**config.mk**
```make
export PLATFORM = sky130hd
export DESIGN_NAME = depth_shell_sort_flat
export DESIGN_NICKNAME = d
export VERILOG_FILES = /design/src/rtl/core/dss_pkg.sv /design/src/rtl/core/dss_if.sv /design/src/rtl/core/dss_store.sv /design/src/rtl/core/dss_ctrl.sv /design/src/rtl/core/depth_shell_sort.sv /design/src/flat_wrapper.sv
export SDC_FILE = /design/constraint.sdc
export NUM_CORES = 2
export LEC_CHECK = 0
export BUFFER_PORTS_ARGS = -buffer_cell sky130_fd_sc_hd__buf_2
export CAP_MARGIN = 10
export CORE_ASPECT_RATIO = 1.4
export CORE_MARGIN = 2
export CORE_UTILIZATION = 50
export DETAILED_ROUTE_END_ITERATION = 10
export PLACE_DENSITY = 0.75
export REMOVE_ABC_BUFFERS = 1
export SYNTH_ARGS = -nofsm -noshare
export SYNTH_HDL_FRONTEND = slang
export SYNTH_SLANG_ARGS = --single-unit
```
**constraint.sdc**
```tcl
create_clock -name clk_i -period 6.79 [get_ports clk_i]
set_input_delay 0.3395 -clock clk_i [delete_from_list [all_inputs] [get_ports clk_i]]
set_output_delay 0.3395 -clock clk_i [all_outputs]
set_load 0.05 [all_outputs]
```
**src/rtl/core/dss_pkg.sv**
```systemverilog
// Shared types, constants and the gap table of the depth shell sort.
package dss_pkg;

  // Tag field width
  localparam int TAG_W = 6;

  // Gap table: h = 3h + 1 from 1; 121 exceeds any supported list length
  localparam int GAP_W     = 7;
  localparam int NUM_GAPS  = 5;
  localparam int GAP_IDX_W = 3;

  // Control of the item store between sequencer and memory
  typedef struct packed {
    logic wr_en;
    logic rd_en;
  } mem_cmd_t;

  // Gap value at a table index
  function automatic logic [GAP_W-1:0] gap_at(input logic [GAP_IDX_W-1:0] idx);
    logic [GAP_W-1:0] g;
    case (idx)
      3'd0:    g = 7'd1;
      3'd1:    g = 7'd4;
      3'd2:    g = 7'd13;
      3'd3:    g = 7'd40;
      default: g = 7'd121;
    endcase
    return g;
  endfunction

endpackage

```
**src/rtl/core/dss_if.sv**
```systemverilog
// Valid/ready channel interfaces for input items and sorted result items.
interface dss_in_if #(
  parameter int KEY_WIDTH = 32
) ();
  logic                        valid;
  logic                        ready;
  logic signed [KEY_WIDTH-1:0] sort_key;
  logic [dss_pkg::TAG_W-1:0]   item_tag;
  logic                        last_item;

  modport source (output valid, sort_key, item_tag, last_item, input ready);
  modport sink   (input valid, sort_key, item_tag, last_item, output ready);
endinterface

interface dss_out_if #(
  parameter int KEY_WIDTH = 32
) ();
  logic                        valid;
  logic                        ready;
  logic signed [KEY_WIDTH-1:0] sorted_key;
  logic [dss_pkg::TAG_W-1:0]   sorted_tag;
  logic                        last_out;

  modport source (output valid, sorted_key, sorted_tag, last_out, input ready);
  modport sink   (input valid, sorted_key, sorted_tag, last_out, output ready);
endinterface

```
**src/rtl/core/dss_store.sv**
```systemverilog
// Single-port-write, single-port-read item store with registered read data.
module dss_store #(
  parameter int DEPTH = 64,
  parameter int DW    = 38
) (
  input  logic                     clk_i,
  input  dss_pkg::mem_cmd_t        cmd_i,
  input  logic [$clog2(DEPTH)-1:0] waddr_i,
  input  logic [DW-1:0]            wdata_i,
  input  logic [$clog2(DEPTH)-1:0] raddr_i,
  output logic [DW-1:0]            rdata_o
);

  logic [DW-1:0] mem [DEPTH];
  logic [DW-1:0] rdata_q;

  // Write port
  always_ff @(posedge clk_i) begin
    if (cmd_i.wr_en) begin
      mem[waddr_i] <= wdata_i;
    end
  end

  // Registered read port
  always_ff @(posedge clk_i) begin
    if (cmd_i.rd_en) begin
      rdata_q <= mem[raddr_i];
    end
  end

  assign rdata_o = rdata_q;

endmodule

```
**src/rtl/core/dss_ctrl.sv**
```systemverilog
// Sequencer: list load, shell sort passes over the store, and sorted emission.
module dss_ctrl #(
  parameter int MAX_ITEMS = 64,
  parameter int KEY_WIDTH = 32
) (
  input  logic                              clk_i,
  input  logic                              rst_ni,
  // input items
  input  logic                              in_valid_i,
  output logic                              in_ready_o,
  input  logic [KEY_WIDTH-1:0]              in_key_i,
  input  logic [dss_pkg::TAG_W-1:0]         in_tag_i,
  input  logic                              in_last_i,
  // result items
  output logic                              out_valid_o,
  input  logic                              out_ready_i,
  output logic [KEY_WIDTH-1:0]              out_key_o,
  output logic [dss_pkg::TAG_W-1:0]         out_tag_o,
  output logic                              out_last_o,
  // store access
  output dss_pkg::mem_cmd_t                 mem_cmd_o,
  output logic [$clog2(MAX_ITEMS)-1:0]      waddr_o,
  output logic [KEY_WIDTH+dss_pkg::TAG_W-1:0] wdata_o,
  output logic [$clog2(MAX_ITEMS)-1:0]      raddr_o,
  input  logic [KEY_WIDTH+dss_pkg::TAG_W-1:0] rdata_i
);

  localparam int IDX_W = $clog2(MAX_ITEMS);
  localparam int CNT_W = $clog2(MAX_ITEMS + 1);
  localparam int DW    = KEY_WIDTH + dss_pkg::TAG_W;
  localparam logic [CNT_W-1:0] MAX_CNT = CNT_W'(MAX_ITEMS);

  typedef enum logic [3:0] {
    ST_LOAD,   // take items into the store
    ST_GAP,    // find the first gap above the count
    ST_RDV,    // start insertion of item i (read it)
    ST_GETV,   // latch item i, read the item one gap below
    ST_CMP,    // compare and shift down by one gap
    ST_PUT,    // drop the held item into its slot
    ST_ERD,    // read item k for emission
    ST_ELD,    // load the output register
    ST_EHOLD   // wait for the receiver
  } state_e;

  state_e                       state_q, state_d;
  logic [CNT_W-1:0]             count_q, count_d;
  logic [dss_pkg::GAP_IDX_W-1:0] gi_q, gi_d;
  logic [CNT_W-1:0]             gap_q, gap_d;
  logic [CNT_W-1:0]             i_q, i_d;
  logic [CNT_W-1:0]             j_q, j_d;
  logic [CNT_W-1:0]             k_q, k_d;
  logic [DW-1:0]                v_q, v_d;
  logic                         out_valid_q, out_valid_d;
  logic [DW-1:0]                out_q, out_d;
  logic                         out_last_q, out_last_d;

  logic [CNT_W-1:0]             i_dn;
  logic [CNT_W-1:0]             j_dn;
  logic [CNT_W-1:0]             j_dn2;
  logic [dss_pkg::GAP_W-1:0]    gap_cur;
  logic [dss_pkg::GAP_W-1:0]    gap_prev;
  logic                         key_lt;

  // Shared compare unit: signed key of the lower item below held key
  assign key_lt = $signed(rdata_i[DW-1:dss_pkg::TAG_W]) < $signed(v_q[DW-1:dss_pkg::TAG_W]);
  assign i_dn     = i_q - gap_q;
  assign j_dn     = j_q - gap_q;
  assign j_dn2    = j_dn - gap_q;
  assign gap_cur  = dss_pkg::gap_at(gi_q);
  assign gap_prev = dss_pkg::gap_at(gi_q - 1'b1);

  // Next-state and datapath control
  always_comb begin
    state_d     = state_q;
    count_d     = count_q;
    gi_d        = gi_q;
    gap_d       = gap_q;
    i_d         = i_q;
    j_d         = j_q;
    k_d         = k_q;
    v_d         = v_q;
    out_valid_d = out_valid_q;
    out_d       = out_q;
    out_last_d  = out_last_q;
    mem_cmd_o   = '0;
    waddr_o     = j_q[IDX_W-1:0];
    wdata_o     = v_q;
    raddr_o     = i_q[IDX_W-1:0];
    in_ready_o  = 1'b0;

    unique case (state_q)
      ST_LOAD: begin
        in_ready_o = 1'b1;
        waddr_o    = count_q[IDX_W-1:0];
        wdata_o    = {in_key_i, in_tag_i};
        if (in_valid_i) begin
          // items past capacity are dropped
          if (count_q < MAX_CNT) begin
            mem_cmd_o.wr_en = 1'b1;
            count_d         = count_q + 1'b1;
          end
          if (in_last_i) begin
            gi_d    = dss_pkg::GAP_IDX_W'(1);
            state_d = ST_GAP;
          end
        end
      end

      ST_GAP: begin
        if (gap_cur <= dss_pkg::GAP_W'(count_q)) begin
          gi_d = gi_q + 1'b1;
        end else begin
          gi_d    = gi_q - 1'b1;
          gap_d   = CNT_W'(gap_prev);
          i_d     = CNT_W'(gap_prev);
          state_d = ST_RDV;
        end
      end

      ST_RDV: begin
        if (i_q < count_q) begin
          mem_cmd_o.rd_en = 1'b1;
          state_d         = ST_GETV;
        end else if (gi_q == '0) begin
          // pass with gap one done: list sorted
          k_d     = '0;
          state_d = ST_ERD;
        end else begin
          gi_d  = gi_q - 1'b1;
          gap_d = CNT_W'(gap_prev);
          i_d   = CNT_W'(gap_prev);
        end
      end

      ST_GETV: begin
        v_d             = rdata_i;
        j_d             = i_q;
        raddr_o         = i_dn[IDX_W-1:0];
        mem_cmd_o.rd_en = 1'b1;
        state_d         = ST_CMP;
      end

      ST_CMP: begin
        mem_cmd_o.wr_en = 1'b1;
        if (key_lt) begin
          // move the lower item up one gap
          wdata_o = rdata_i;
          j_d     = j_dn;
          if (j_dn < gap_q) begin
            state_d = ST_PUT;
          end else begin
            raddr_o         = j_dn2[IDX_W-1:0];
            mem_cmd_o.rd_en = 1'b1;
          end
        end else begin
          i_d     = i_q + 1'b1;
          state_d = ST_RDV;
        end
      end

      ST_PUT: begin
        mem_cmd_o.wr_en = 1'b1;
        i_d             = i_q + 1'b1;
        state_d         = ST_RDV;
      end

      ST_ERD: begin
        raddr_o         = k_q[IDX_W-1:0];
        mem_cmd_o.rd_en = 1'b1;
        state_d         = ST_ELD;
      end

      ST_ELD: begin
        out_d       = rdata_i;
        out_last_d  = (CNT_W'(k_q + 1'b1) == count_q);
        out_valid_d = 1'b1;
        state_d     = ST_EHOLD;
      end

      ST_EHOLD: begin
        if (out_ready_i) begin
          out_valid_d = 1'b0;
          if (out_last_q) begin
            count_d = '0;
            state_d = ST_LOAD;
          end else begin
            k_d     = k_q + 1'b1;
            state_d = ST_ERD;
          end
        end
      end

      default: state_d = ST_LOAD;
    endcase
  end

  // State and registered outputs
  always_ff @(posedge clk_i or negedge rst_ni) begin
    if (!rst_ni) begin
      state_q     <= ST_LOAD;
      count_q     <= '0;
      gi_q        <= '0;
      gap_q       <= '0;
      i_q         <= '0;
      j_q         <= '0;
      k_q         <= '0;
      v_q         <= '0;
      out_valid_q <= 1'b0;
      out_q       <= '0;
      out_last_q  <= 1'b0;
    end else begin
      state_q     <= state_d;
      count_q     <= count_d;
      gi_q        <= gi_d;
      gap_q       <= gap_d;
      i_q         <= i_d;
      j_q         <= j_d;
      k_q         <= k_d;
      v_q         <= v_d;
      out_valid_q <= out_valid_d;
      out_q       <= out_d;
      out_last_q  <= out_last_d;
    end
  end

  assign out_valid_o = out_valid_q;
  assign out_key_o   = out_q[DW-1:dss_pkg::TAG_W];
  assign out_tag_o   = out_q[dss_pkg::TAG_W-1:0];
  assign out_last_o  = out_last_q;

endmodule

```
**src/rtl/core/depth_shell_sort.sv**
```systemverilog
// Depth shell sort: loads a list of keyed items, sorts descending, streams them out.
//
// Channels: in_i takes items (sort_key, item_tag, last_item) on valid/ready;
// out_o returns the sorted items (sorted_key, sorted_tag, last_out).
// Loading: one item per cycle while in_i.ready is high. An item with
// last_item set closes the list; items beyond MAX_ITEMS are dropped, but a
// dropped item with last_item still closes the list.
// Sorting: shell sort with gaps 121, 40, 13, 4, 1 (starting below the first
// gap above the count), descending, stable only as the gap sequence allows.
// All work runs over one item store with one write and one registered read
// port and one shared key comparator; each insertion reads its item, then
// compares and shifts the items one gap below while they hold smaller keys,
// then writes the held item into its slot; the gap search walks up the table.
// Emission: each item is read from the store, loaded into the output register
// and held until out_o.ready; last_out marks the final item. A stalled receiver
// holds the output register and the sequencer; in_i.ready stays low from the
// cycle after the last item until the final result is taken.
// Reset: asynchronous, empties the list; no clearing pass of the store.
module depth_shell_sort #(
  parameter int MAX_ITEMS = 64,
  parameter int KEY_WIDTH = 32
) (
  input  logic      clk_i,
  input  logic      rst_ni,
  dss_in_if.sink    in_i,
  dss_out_if.source out_o
);

  localparam int IDX_W = $clog2(MAX_ITEMS);
  localparam int DW    = KEY_WIDTH + dss_pkg::TAG_W;

  dss_pkg::mem_cmd_t mem_cmd;
  logic [IDX_W-1:0]  waddr;
  logic [IDX_W-1:0]  raddr;
  logic [DW-1:0]     wdata;
  logic [DW-1:0]     rdata;

  dss_ctrl #(
    .MAX_ITEMS (MAX_ITEMS),
    .KEY_WIDTH (KEY_WIDTH)
  ) u_ctrl (
    .clk_i       (clk_i),
    .rst_ni      (rst_ni),
    .in_valid_i  (in_i.valid),
    .in_ready_o  (in_i.ready),
    .in_key_i    (in_i.sort_key),
    .in_tag_i    (in_i.item_tag),
    .in_last_i   (in_i.last_item),
    .out_valid_o (out_o.valid),
    .out_ready_i (out_o.ready),
    .out_key_o   (out_o.sorted_key),
    .out_tag_o   (out_o.sorted_tag),
    .out_last_o  (out_o.last_out),
    .mem_cmd_o   (mem_cmd),
    .waddr_o     (waddr),
    .wdata_o     (wdata),
    .raddr_o     (raddr),
    .rdata_i     (rdata)
  );

  dss_store #(
    .DEPTH (MAX_ITEMS),
    .DW    (DW)
  ) u_store (
    .clk_i   (clk_i),
    .cmd_i   (mem_cmd),
    .waddr_i (waddr),
    .wdata_i (wdata),
    .raddr_i (raddr),
    .rdata_o (rdata)
  );

endmodule

```
**src/flat_wrapper.sv**
```systemverilog
// flat-port wrapper written by rule: the top's interface ports become plain ports
module depth_shell_sort_flat 
#(
  parameter int MAX_ITEMS = 64,
  parameter int KEY_WIDTH = 32
)
  (clk_i, rst_ni, in_i_valid, in_i_sort_key, in_i_item_tag, in_i_last_item, in_i_ready, out_o_valid, out_o_sorted_key, out_o_sorted_tag, out_o_last_out, out_o_ready);
  dss_in_if #(.KEY_WIDTH(KEY_WIDTH)) in_i_i ();
  dss_out_if #(.KEY_WIDTH(KEY_WIDTH)) out_o_i ();
  input  logic clk_i;
  input  logic rst_ni;
  input wire logic [$bits(in_i_i.valid)-1:0] in_i_valid;
  input wire logic [$bits(in_i_i.sort_key)-1:0] in_i_sort_key;
  input wire logic [$bits(in_i_i.item_tag)-1:0] in_i_item_tag;
  input wire logic [$bits(in_i_i.last_item)-1:0] in_i_last_item;
  output wire logic [$bits(in_i_i.ready)-1:0] in_i_ready;
  output wire logic [$bits(out_o_i.valid)-1:0] out_o_valid;
  output wire logic [$bits(out_o_i.sorted_key)-1:0] out_o_sorted_key;
  output wire logic [$bits(out_o_i.sorted_tag)-1:0] out_o_sorted_tag;
  output wire logic [$bits(out_o_i.last_out)-1:0] out_o_last_out;
  input wire logic [$bits(out_o_i.ready)-1:0] out_o_ready;
  assign in_i_i.valid = in_i_valid;
  assign in_i_i.sort_key = in_i_sort_key;
  assign in_i_i.item_tag = in_i_item_tag;
  assign in_i_i.last_item = in_i_last_item;
  assign in_i_ready = in_i_i.ready;
  assign out_o_valid = out_o_i.valid;
  assign out_o_sorted_key = out_o_i.sorted_key;
  assign out_o_sorted_tag = out_o_i.sorted_tag;
  assign out_o_last_out = out_o_i.last_out;
  assign out_o_i.ready = out_o_ready;
  depth_shell_sort #(.MAX_ITEMS(MAX_ITEMS), .KEY_WIDTH(KEY_WIDTH)) u_core (.clk_i(clk_i), .rst_ni(rst_ni), .in_i(in_i_i), .out_o(out_o_i));
endmodule
```
* Word level (Yosys, flattened, before mapping) *
Memories as Yosys holds them, arrays and structs flattened. A register that Yosys moved wholly into a read port is not among the register bits.
Cells that the tools add are included.

cells by class
  add/sub/neg operators = 8
  order comparisons = 5
  eq/ne operators = 29
  mux-type cells = 54
  reductions and logical operators = 20

operator list
  cell                 number
  $mux 7               13
  $pmux 7 s4           3
  $pmux 38 s2          1
  $pmux 7 s2           4
  $mux 38              1
  $pmux 4 s9           1
  $lt 32x32->1         1
  $mux 4               8
  $ne 2x2->1 const B   12
  $add 7x1->7 const B  3
  $reduce_and 5->1     4
  $mux 3               6
  $mux 6               3
  $pmux 6 s3           1
  $eq 4x3->1 const B   4
  $lt 7x7->1           2
  $eq 3x2->1 const B   4
  $sub 6x6->6          2
  $reduce_bool 2->1    5
  $mux 1               9
  $pmux 3 s3           1
  $eq 4x2->1 const B   2
  $eq 7x7->1           1
  $le 7x7->1           1
  other kinds (18)     24

word-level totals
  bits in registers = 120
  bits in writable memories = 2432
  input port bits = 43
  output and inout port bits = 41
  logic and storage cells = 128
  memories = 1

memories
  name                depth  bits a word  rd ports  clocked after Yosys merged registers in  wr ports  RTL line         RTL
  u_core.u_store.mem  64     38           1         1                                        1         dss_store.sv:14  logic [DW-1:0] mem [DEPTH];

* Depth between registers and ports, before layout *
  depth after elaboration = 6
  gate-level depth with buffers = 26
  gate-level depth less buffers = 21

* Modules after synthesis *
Synthesis repeated with hierarchy kept, for this count alone.

unflattened totals
  cells, all modules = 4840
  area total of the unflattened synthesis = 101197.1 sq um

by module, submodules not included
  module     instances  cells each  area an instance (sq um)  seq. area each (sq um)
  dss_store  1          3989        93319.5                   74171.1
  dss_ctrl   1          851         7877.6                    2952.8

* Least setup slack after synthesis *
Ideal clock, no wire load.

  kind = flip-flop to flip-flop
  from = reg u_core.u_store.rdata_q[23] (netlist: u_core.u_store.rdata_o[23]) (read register of u_core.u_store.mem)
  to = mem u_core.u_store.mem[0][0], data pin
  setup time = 0.702 ns
  data arrival time = 5.352 ns
  required time = 6.088 ns
  slack = 0.737 ns
  cell stages (with the launch flop) = 12
  path buffers = 2
  period minus slack after synthesis = 6.053 ns
  path through = edfxtp_1 > ha_1 > a21o_1 > a221o_1 > a22o_1 > o21ai_1 > nand3_2 > nor2_1 > clkbuf_1 > clkbuf_1 > a21oi_1 > o21ai_0

on the way
  longest elaborated chain between the ends = 3

RTL lines
  element                              RTL line         RTL
  from (decl)                          dss_store.sv:15  logic [DW-1:0] rdata_q;
  $lt 32x32->1                         dss_ctrl.sv:65   assign key_lt = $signed(rdata_i[DW-1:dss_pkg::TAG_W]) < $signed(v_q[DW-1:dss_pkg::TAG_W]);
  $mux 38                              dss_ctrl.sv:145  if (key_lt) begin
  $pmux 38 s2                          dss_ctrl.sv:91   unique case (state_q)
  via u_core.u_ctrl.wdata_o (one bit)  dss_ctrl.sv:23   output logic [KEY_WIDTH+dss_pkg::TAG_W-1:0] wdata_o,
  to (decl)                            dss_store.sv:14

The timed path passes the listed nets, and every way through them passes these cells.

* Worst setup path after layout *
  from = reg u_core.u_store.rdata_q[17] (netlist: u_core.u_store.rdata_o[17]) (read register of u_core.u_store.mem)
  to = reg u_core.u_store.rdata_q[37] (netlist: u_core.u_store.rdata_o[37]) (read register of u_core.u_store.mem), data pin

on the way
  longest elaborated chain between the ends = 3
  elaborated cells between the ends (all ways) = 5
  classes of those cells = order compare: 1; mux: 4

RTL lines
  element                                   RTL line
  $lt 32x32->1 (*)                          dss_ctrl.sv:65
  $mux 6 or $mux 1 (tied branches)          dss_ctrl.sv:145
  $pmux 6 s3 or $pmux 1 s3 (tied branches)  dss_ctrl.sv:91

Mark *: on every way between the ends. The rest lies on a longest branch, timed or not.
A chain may end at the register's enable or synchronous reset.

==> summary.md <==
The cts-stage hold buffer count was 3. The slew at the pin with the worst max-slew slack works out to 1290 ps. The placeable core area came out at 208,000 um^2. The critical path goes through ha_1 -> a21oi_1 -> o21ai_0 -> a32oi_1 -> a211oi_1 -> nor4_2 -> and2_4 -> buf_12 -> mux4_2 -> a22oi_1 -> a21oi_1 -> nand4bb_1. At the worst endpoint, the required time is 7260 ps. The arrival time of the worst setup path came out at 6850 ps. A synthesized cell averages 14.3 um^2. The area share of xor/xnor cells in the synthesized design was 0.209%; the fraction of layout instances using a drive strength above 1 was 12.6%.

Number of maximum-capacitance constraint violations: 0. After detailed routing, the total wire length is 295,000 um. Summing the areas of all compound-gate instances in the mapped netlist gives 8.57% of the synthesized area. The number of vias per cell after detailed routing is 6.52. The HPWL after detailed placement is 176,000 um. The total of endpoints with negative setup slack in the final report was 0.

84 I/O pins were placed. The run gives 0 as the count of nets left with antenna violations after detail routing. The flow ran to the end, and the final reports show no timing, DRC or antenna violations. The logs give 4 for the H-tree level count and 9,539 for the number of violations reported at the end of detailed-routing iteration 0. For this block, the via count after detailed routing is 67,200.

The count of buffers added on input and output ports is 83. In the finished design, the share of the clock period the worst path needs comes to 94.0%. The first-pass GRT wire length was 430,000 um; the peak fanout along the critical path was 108. After floorplanning, the core was divided into 198 placement rows. The dominant synthesized flop cell was sky130_fd_sc_hd__edfxtp_1.

Sequential elements use 73.6% of the synthesized area. Type of the worst setup path: flip-flop to flip-flop. Setup repair after global routing left no endpoint under its margin. The kind of start point of the critical path is a flip-flop. In the synthesized netlist, mux cells make up 4.33% of the area. In the synthesized netlist, the number of instances is 7,328.

sky130_fd_sc_hd__edfxtp_1 takes more of the synthesized area than any other cell. The clock-pin transition on the worst setup and hold timing paths came out at 70 ps. The largest single stage delay on the critical path is 890 ps. In this design, the critical path's most frequently occurring cell is sky130_fd_sc_hd__a21oi_1. Clock tree synthesis selected as its root buffer the cell sky130_fd_sc_hd__clkbuf_16. The post-cts gate resize count is 0, and the clock latency on the worst-skew pair is 890 ps.

The multi-input logic area was 26,500 um^2. The leakage dissipation was 39.8 nW. The worst setup path is captured at a flip-flop.

For this design, the sink count on the clock tree is 2,588. The placer congestion estimate is 0.923. By area, the combinational part of the netlist is dominated by simple AND/OR/NAND/NOR gates. The upper clock frequency limit came out at 0.157 GHz. Global routing finished with a remaining overflow of 0. The cell area that synthesis handed to floorplanning was 105,000 um^2. The tools report the die area as 213,000 um^2. The fraction of post-synthesis cell area in the top cell type by area works out to 70.7%. The cell at the slowest stage of the critical path was sky130_fd_sc_hd__and2_4.

The initial antenna violation count is 10. In this run the power density over the cells is 517 nW/um^2. The simple logic cell fraction of the synthesized area works out to 10.2%. The highest ir drop seen on vdd is 522 uV, and the setup slack at placement is 525 ps. The worst setup skew after layout was 80.1 ps; the mean routed wirelength per cell was 28.6 um.

The run gives 56.4% as the final design utilization. The die is 546 um tall. The first detailed-routing pass took 7 iterations.

The longest clock path from root to sink contains 4 buffers. In this run the critical register-to-register path is captured at u_core.u_store.rdata_o[37]. The area share of fa/ha/maj cells after synthesis works out to 0.835%. Number of warning messages in the yosys log: 0.

The number of clock buffers added by TritonCTS is 219. The sequential cell area was 77,100 um^2; the number of setup buffers added after CTS was 0. The final worst slack is 406 ps. The via count of the first global-routing pass was 65,800.

Global routing used 27.1% of the available tracks. The flop and latch count out of synthesis is 2,588, and the net count of the finished layout is 7,553. TritonCTS built the clock tree. In this run the worst hold path is classified as input port to async pin.

The worst path in the final design needs a cycle of 6380 ps, including I/O delays and setup. The die is 391 um wide. Measured against its own limit, the worst slew margin works out to 13.6%. Origin of the critical flop-to-flop path: u_core.u_store.rdata_o[17].

The count of unresolved DRC violations after routing is 0. The number of enable-type register cells in the synthesized netlist was 2,470. The worst setup slack for register-to-register paths came out at 410 ps. Compared with the post-synthesis result, the final layout area differs by 12.0%. The unique cell type count in the Yosys netlist is 83, and the filler cell count is 15,500. The hold violation count in the final report is 0, and the fraction of registers with async set or reset after synthesis is 4.56%. Entering global routing, the biggest net connects 157 pins. On the final layout, the worst hold slack is 58.5 ps.

The number of pins with negative max-slew slack in the final report was 0. Last element of the critical path: u_core.u_store.rdata_o[37]. In the post-synthesis netlist, the biggest area contributors are sky130_fd_sc_hd__edfxtp_1 71%, sky130_fd_sc_hd__nand2_1 5.4%, sky130_fd_sc_hd__dfrtp_1 2.8%. For the worst flop-to-flop path, the logic depth is 12. The tools report the starting density of the core as 50.4%.

In this run the worst setup path begins at u_core.u_store.rdata_o[17].
## registers in the layout, summed over array words and instances, names as in the netlist
register / cells
u_core.u_store.mem: 2432
u_core.u_ctrl.out_q: 38
u_core.u_ctrl.v_q: 38
u_core.u_store.rdata_o: 38
u_core.u_ctrl.count_q: 7
u_core.u_ctrl.i_q: 7
u_core.u_ctrl.j_q: 7
u_core.u_ctrl.k_q: 7
u_core.u_ctrl.gap_q: 5
u_core.u_ctrl.state_q: 4
u_core.u_ctrl.gi_q: 3
u_core.u_ctrl.out_last_o: 1
u_core.u_ctrl.out_valid_o: 1
## kinds of logic after synthesis
group / after synthesis
xor+xnor: 25
flops: 2588
simple gates: 2470
mux: 338
compound gates: 1299
fa+ha+maj: 70
buf+inv: 538
## Yosys cell counts, types with 13 or more instances
cell                          n
sky130_fd_sc_hd__edfxtp_1  2470
sky130_fd_sc_hd__nand2_1   1495
sky130_fd_sc_hd__nand3_1    426
sky130_fd_sc_hd__a21oi_1    294
sky130_fd_sc_hd__clkbuf_1   230
sky130_fd_sc_hd__mux2i_1    200
sky130_fd_sc_hd__a211oi_1   196
sky130_fd_sc_hd__nor2_1     189
sky130_fd_sc_hd__buf_2      180
sky130_fd_sc_hd__o21ai_0    178
sky130_fd_sc_hd__dfrtp_1    118
sky130_fd_sc_hd__and3_1     117
sky130_fd_sc_hd__mux4_2      87
sky130_fd_sc_hd__a311oi_1    74
sky130_fd_sc_hd__a221oi_1    73
sky130_fd_sc_hd__a21o_1      70
sky130_fd_sc_hd__ha_1        70
sky130_fd_sc_hd__a31oi_1     67
sky130_fd_sc_hd__inv_1       59
sky130_fd_sc_hd__a21boi_0    57
sky130_fd_sc_hd__nand4_1     55
sky130_fd_sc_hd__mux2_2      51
sky130_fd_sc_hd__nor2b_1     46
sky130_fd_sc_hd__buf_1       42
sky130_fd_sc_hd__a22o_1      41
sky130_fd_sc_hd__nor4_1      33
sky130_fd_sc_hd__a41o_1      30
sky130_fd_sc_hd__o311ai_0    30
sky130_fd_sc_hd__a22oi_1     28
sky130_fd_sc_hd__o22ai_1     27
sky130_fd_sc_hd__or3_1       26
sky130_fd_sc_hd__buf_4       20
sky130_fd_sc_hd__nor3_1      18
sky130_fd_sc_hd__and2_1      17
sky130_fd_sc_hd__nand2b_1    16
sky130_fd_sc_hd__xnor2_1     16
sky130_fd_sc_hd__o31ai_1     13
## per-stage QoR
stage / instance area, um^2 / cells / setup TNS (ps) / total power (W)
2_1_floorplan: 103000 / 6850 / -696390 / 0.0372
3_3_place_gp: 111000 / 9914 / 0 / 0.0474
3_5_place_dp: 111000 / 9914 / 0 / 0.0480
4_1_cts: 117000 / 10300 / 0 / 0.0602
5_1_grt: 117000 / 10300 / 0 / 0.0628
6_report: 117000 / 10300 / 0 / 0.0607
## cells in the final DEF (no fill, tap or decap), types with 59 or more instances in the layout
master	netlist	layout
sky130_fd_sc_hd__ha_1	70	70
sky130_fd_sc_hd__clkbuf_16	0	222
sky130_fd_sc_hd__a21oi_1	294	293
sky130_fd_sc_hd__buf_2	180	82
sky130_fd_sc_hd__a211oi_1	196	194
sky130_fd_sc_hd__mux2i_1	200	200
sky130_fd_sc_hd__nand2_1	1495	1492
sky130_fd_sc_hd__and3_1	117	117
sky130_fd_sc_hd__edfxtp_1	2470	2470
sky130_fd_sc_hd__nand3_1	426	424
sky130_fd_sc_hd__nor2_1	189	123
sky130_fd_sc_hd__dfrtp_1	118	118
sky130_fd_sc_hd__nor2_4	0	65
sky130_fd_sc_hd__a221oi_1	73	73
sky130_fd_sc_hd__a31oi_1	67	67
sky130_fd_sc_hd__a21o_1	70	70
sky130_fd_sc_hd__buf_4	20	224
sky130_fd_sc_hd__mux4_2	87	87
sky130_fd_sc_hd__o21ai_0	178	140
sky130_fd_sc_hd__a311oi_1	74	72
sky130_fd_sc_hd__inv_1	59	59
## cell type report
cell class / count / area share (%)
Tap cell: 2700 / 2.88
Clock buffer: 271 / 4.90
Sequential cell: 2588 / 65.7
Antenna cell: 4 / 0.00852
Multi-Input combinational cell: 4202 / 22.6
Inverter: 60 / 0.192
Timing Repair Buffer: 369 / 2.81
Clock inverter: 121 / 0.942
## critical path: cells and delay by family, from the launching register on
kind	cells	cell delay [ps]
AND/OR/NAND/NOR	3	2000
adder cells (fa/ha/maj)	1	520
multiplexers	1	600
flip-flops	1	550
buffers and inverters	1	550
AO/OA/AOI/OAI	6	1700
## routing by layer
layer	wire length, um	up-vias	track usage, %
met5	64	-	0
met4	18100	8	15.0
met3	30700	980	4.42
met2	146000	4612	45.7
met1	100000	33500	33.2
li1	-	28100	-
## worst min path at each step
stage                          start                    endpoint
finish                        rst_ni   u_core.u_ctrl.out_valid_o
global route        in_i_item_tag[0]   u_core.u_store.mem[18][0]
CTS                 in_i_sort_key[5]  u_core.u_store.mem[18][11]
detailed placement            rst_ni     u_core.u_ctrl.out_q[27]
global placement              rst_ni     u_core.u_ctrl.out_q[27]
floorplan                     rst_ni    u_core.u_ctrl.count_q[0]
## power by group
part / internal [W] / switching (W)
combinational: 0.00762 / 0.0187
clock: 0.00672 / 0.00558
sequential: 0.0214 / 0.000663
total: 0.0357 / 0.0250
Note: power is estimated with default switching activity, not from simulation.
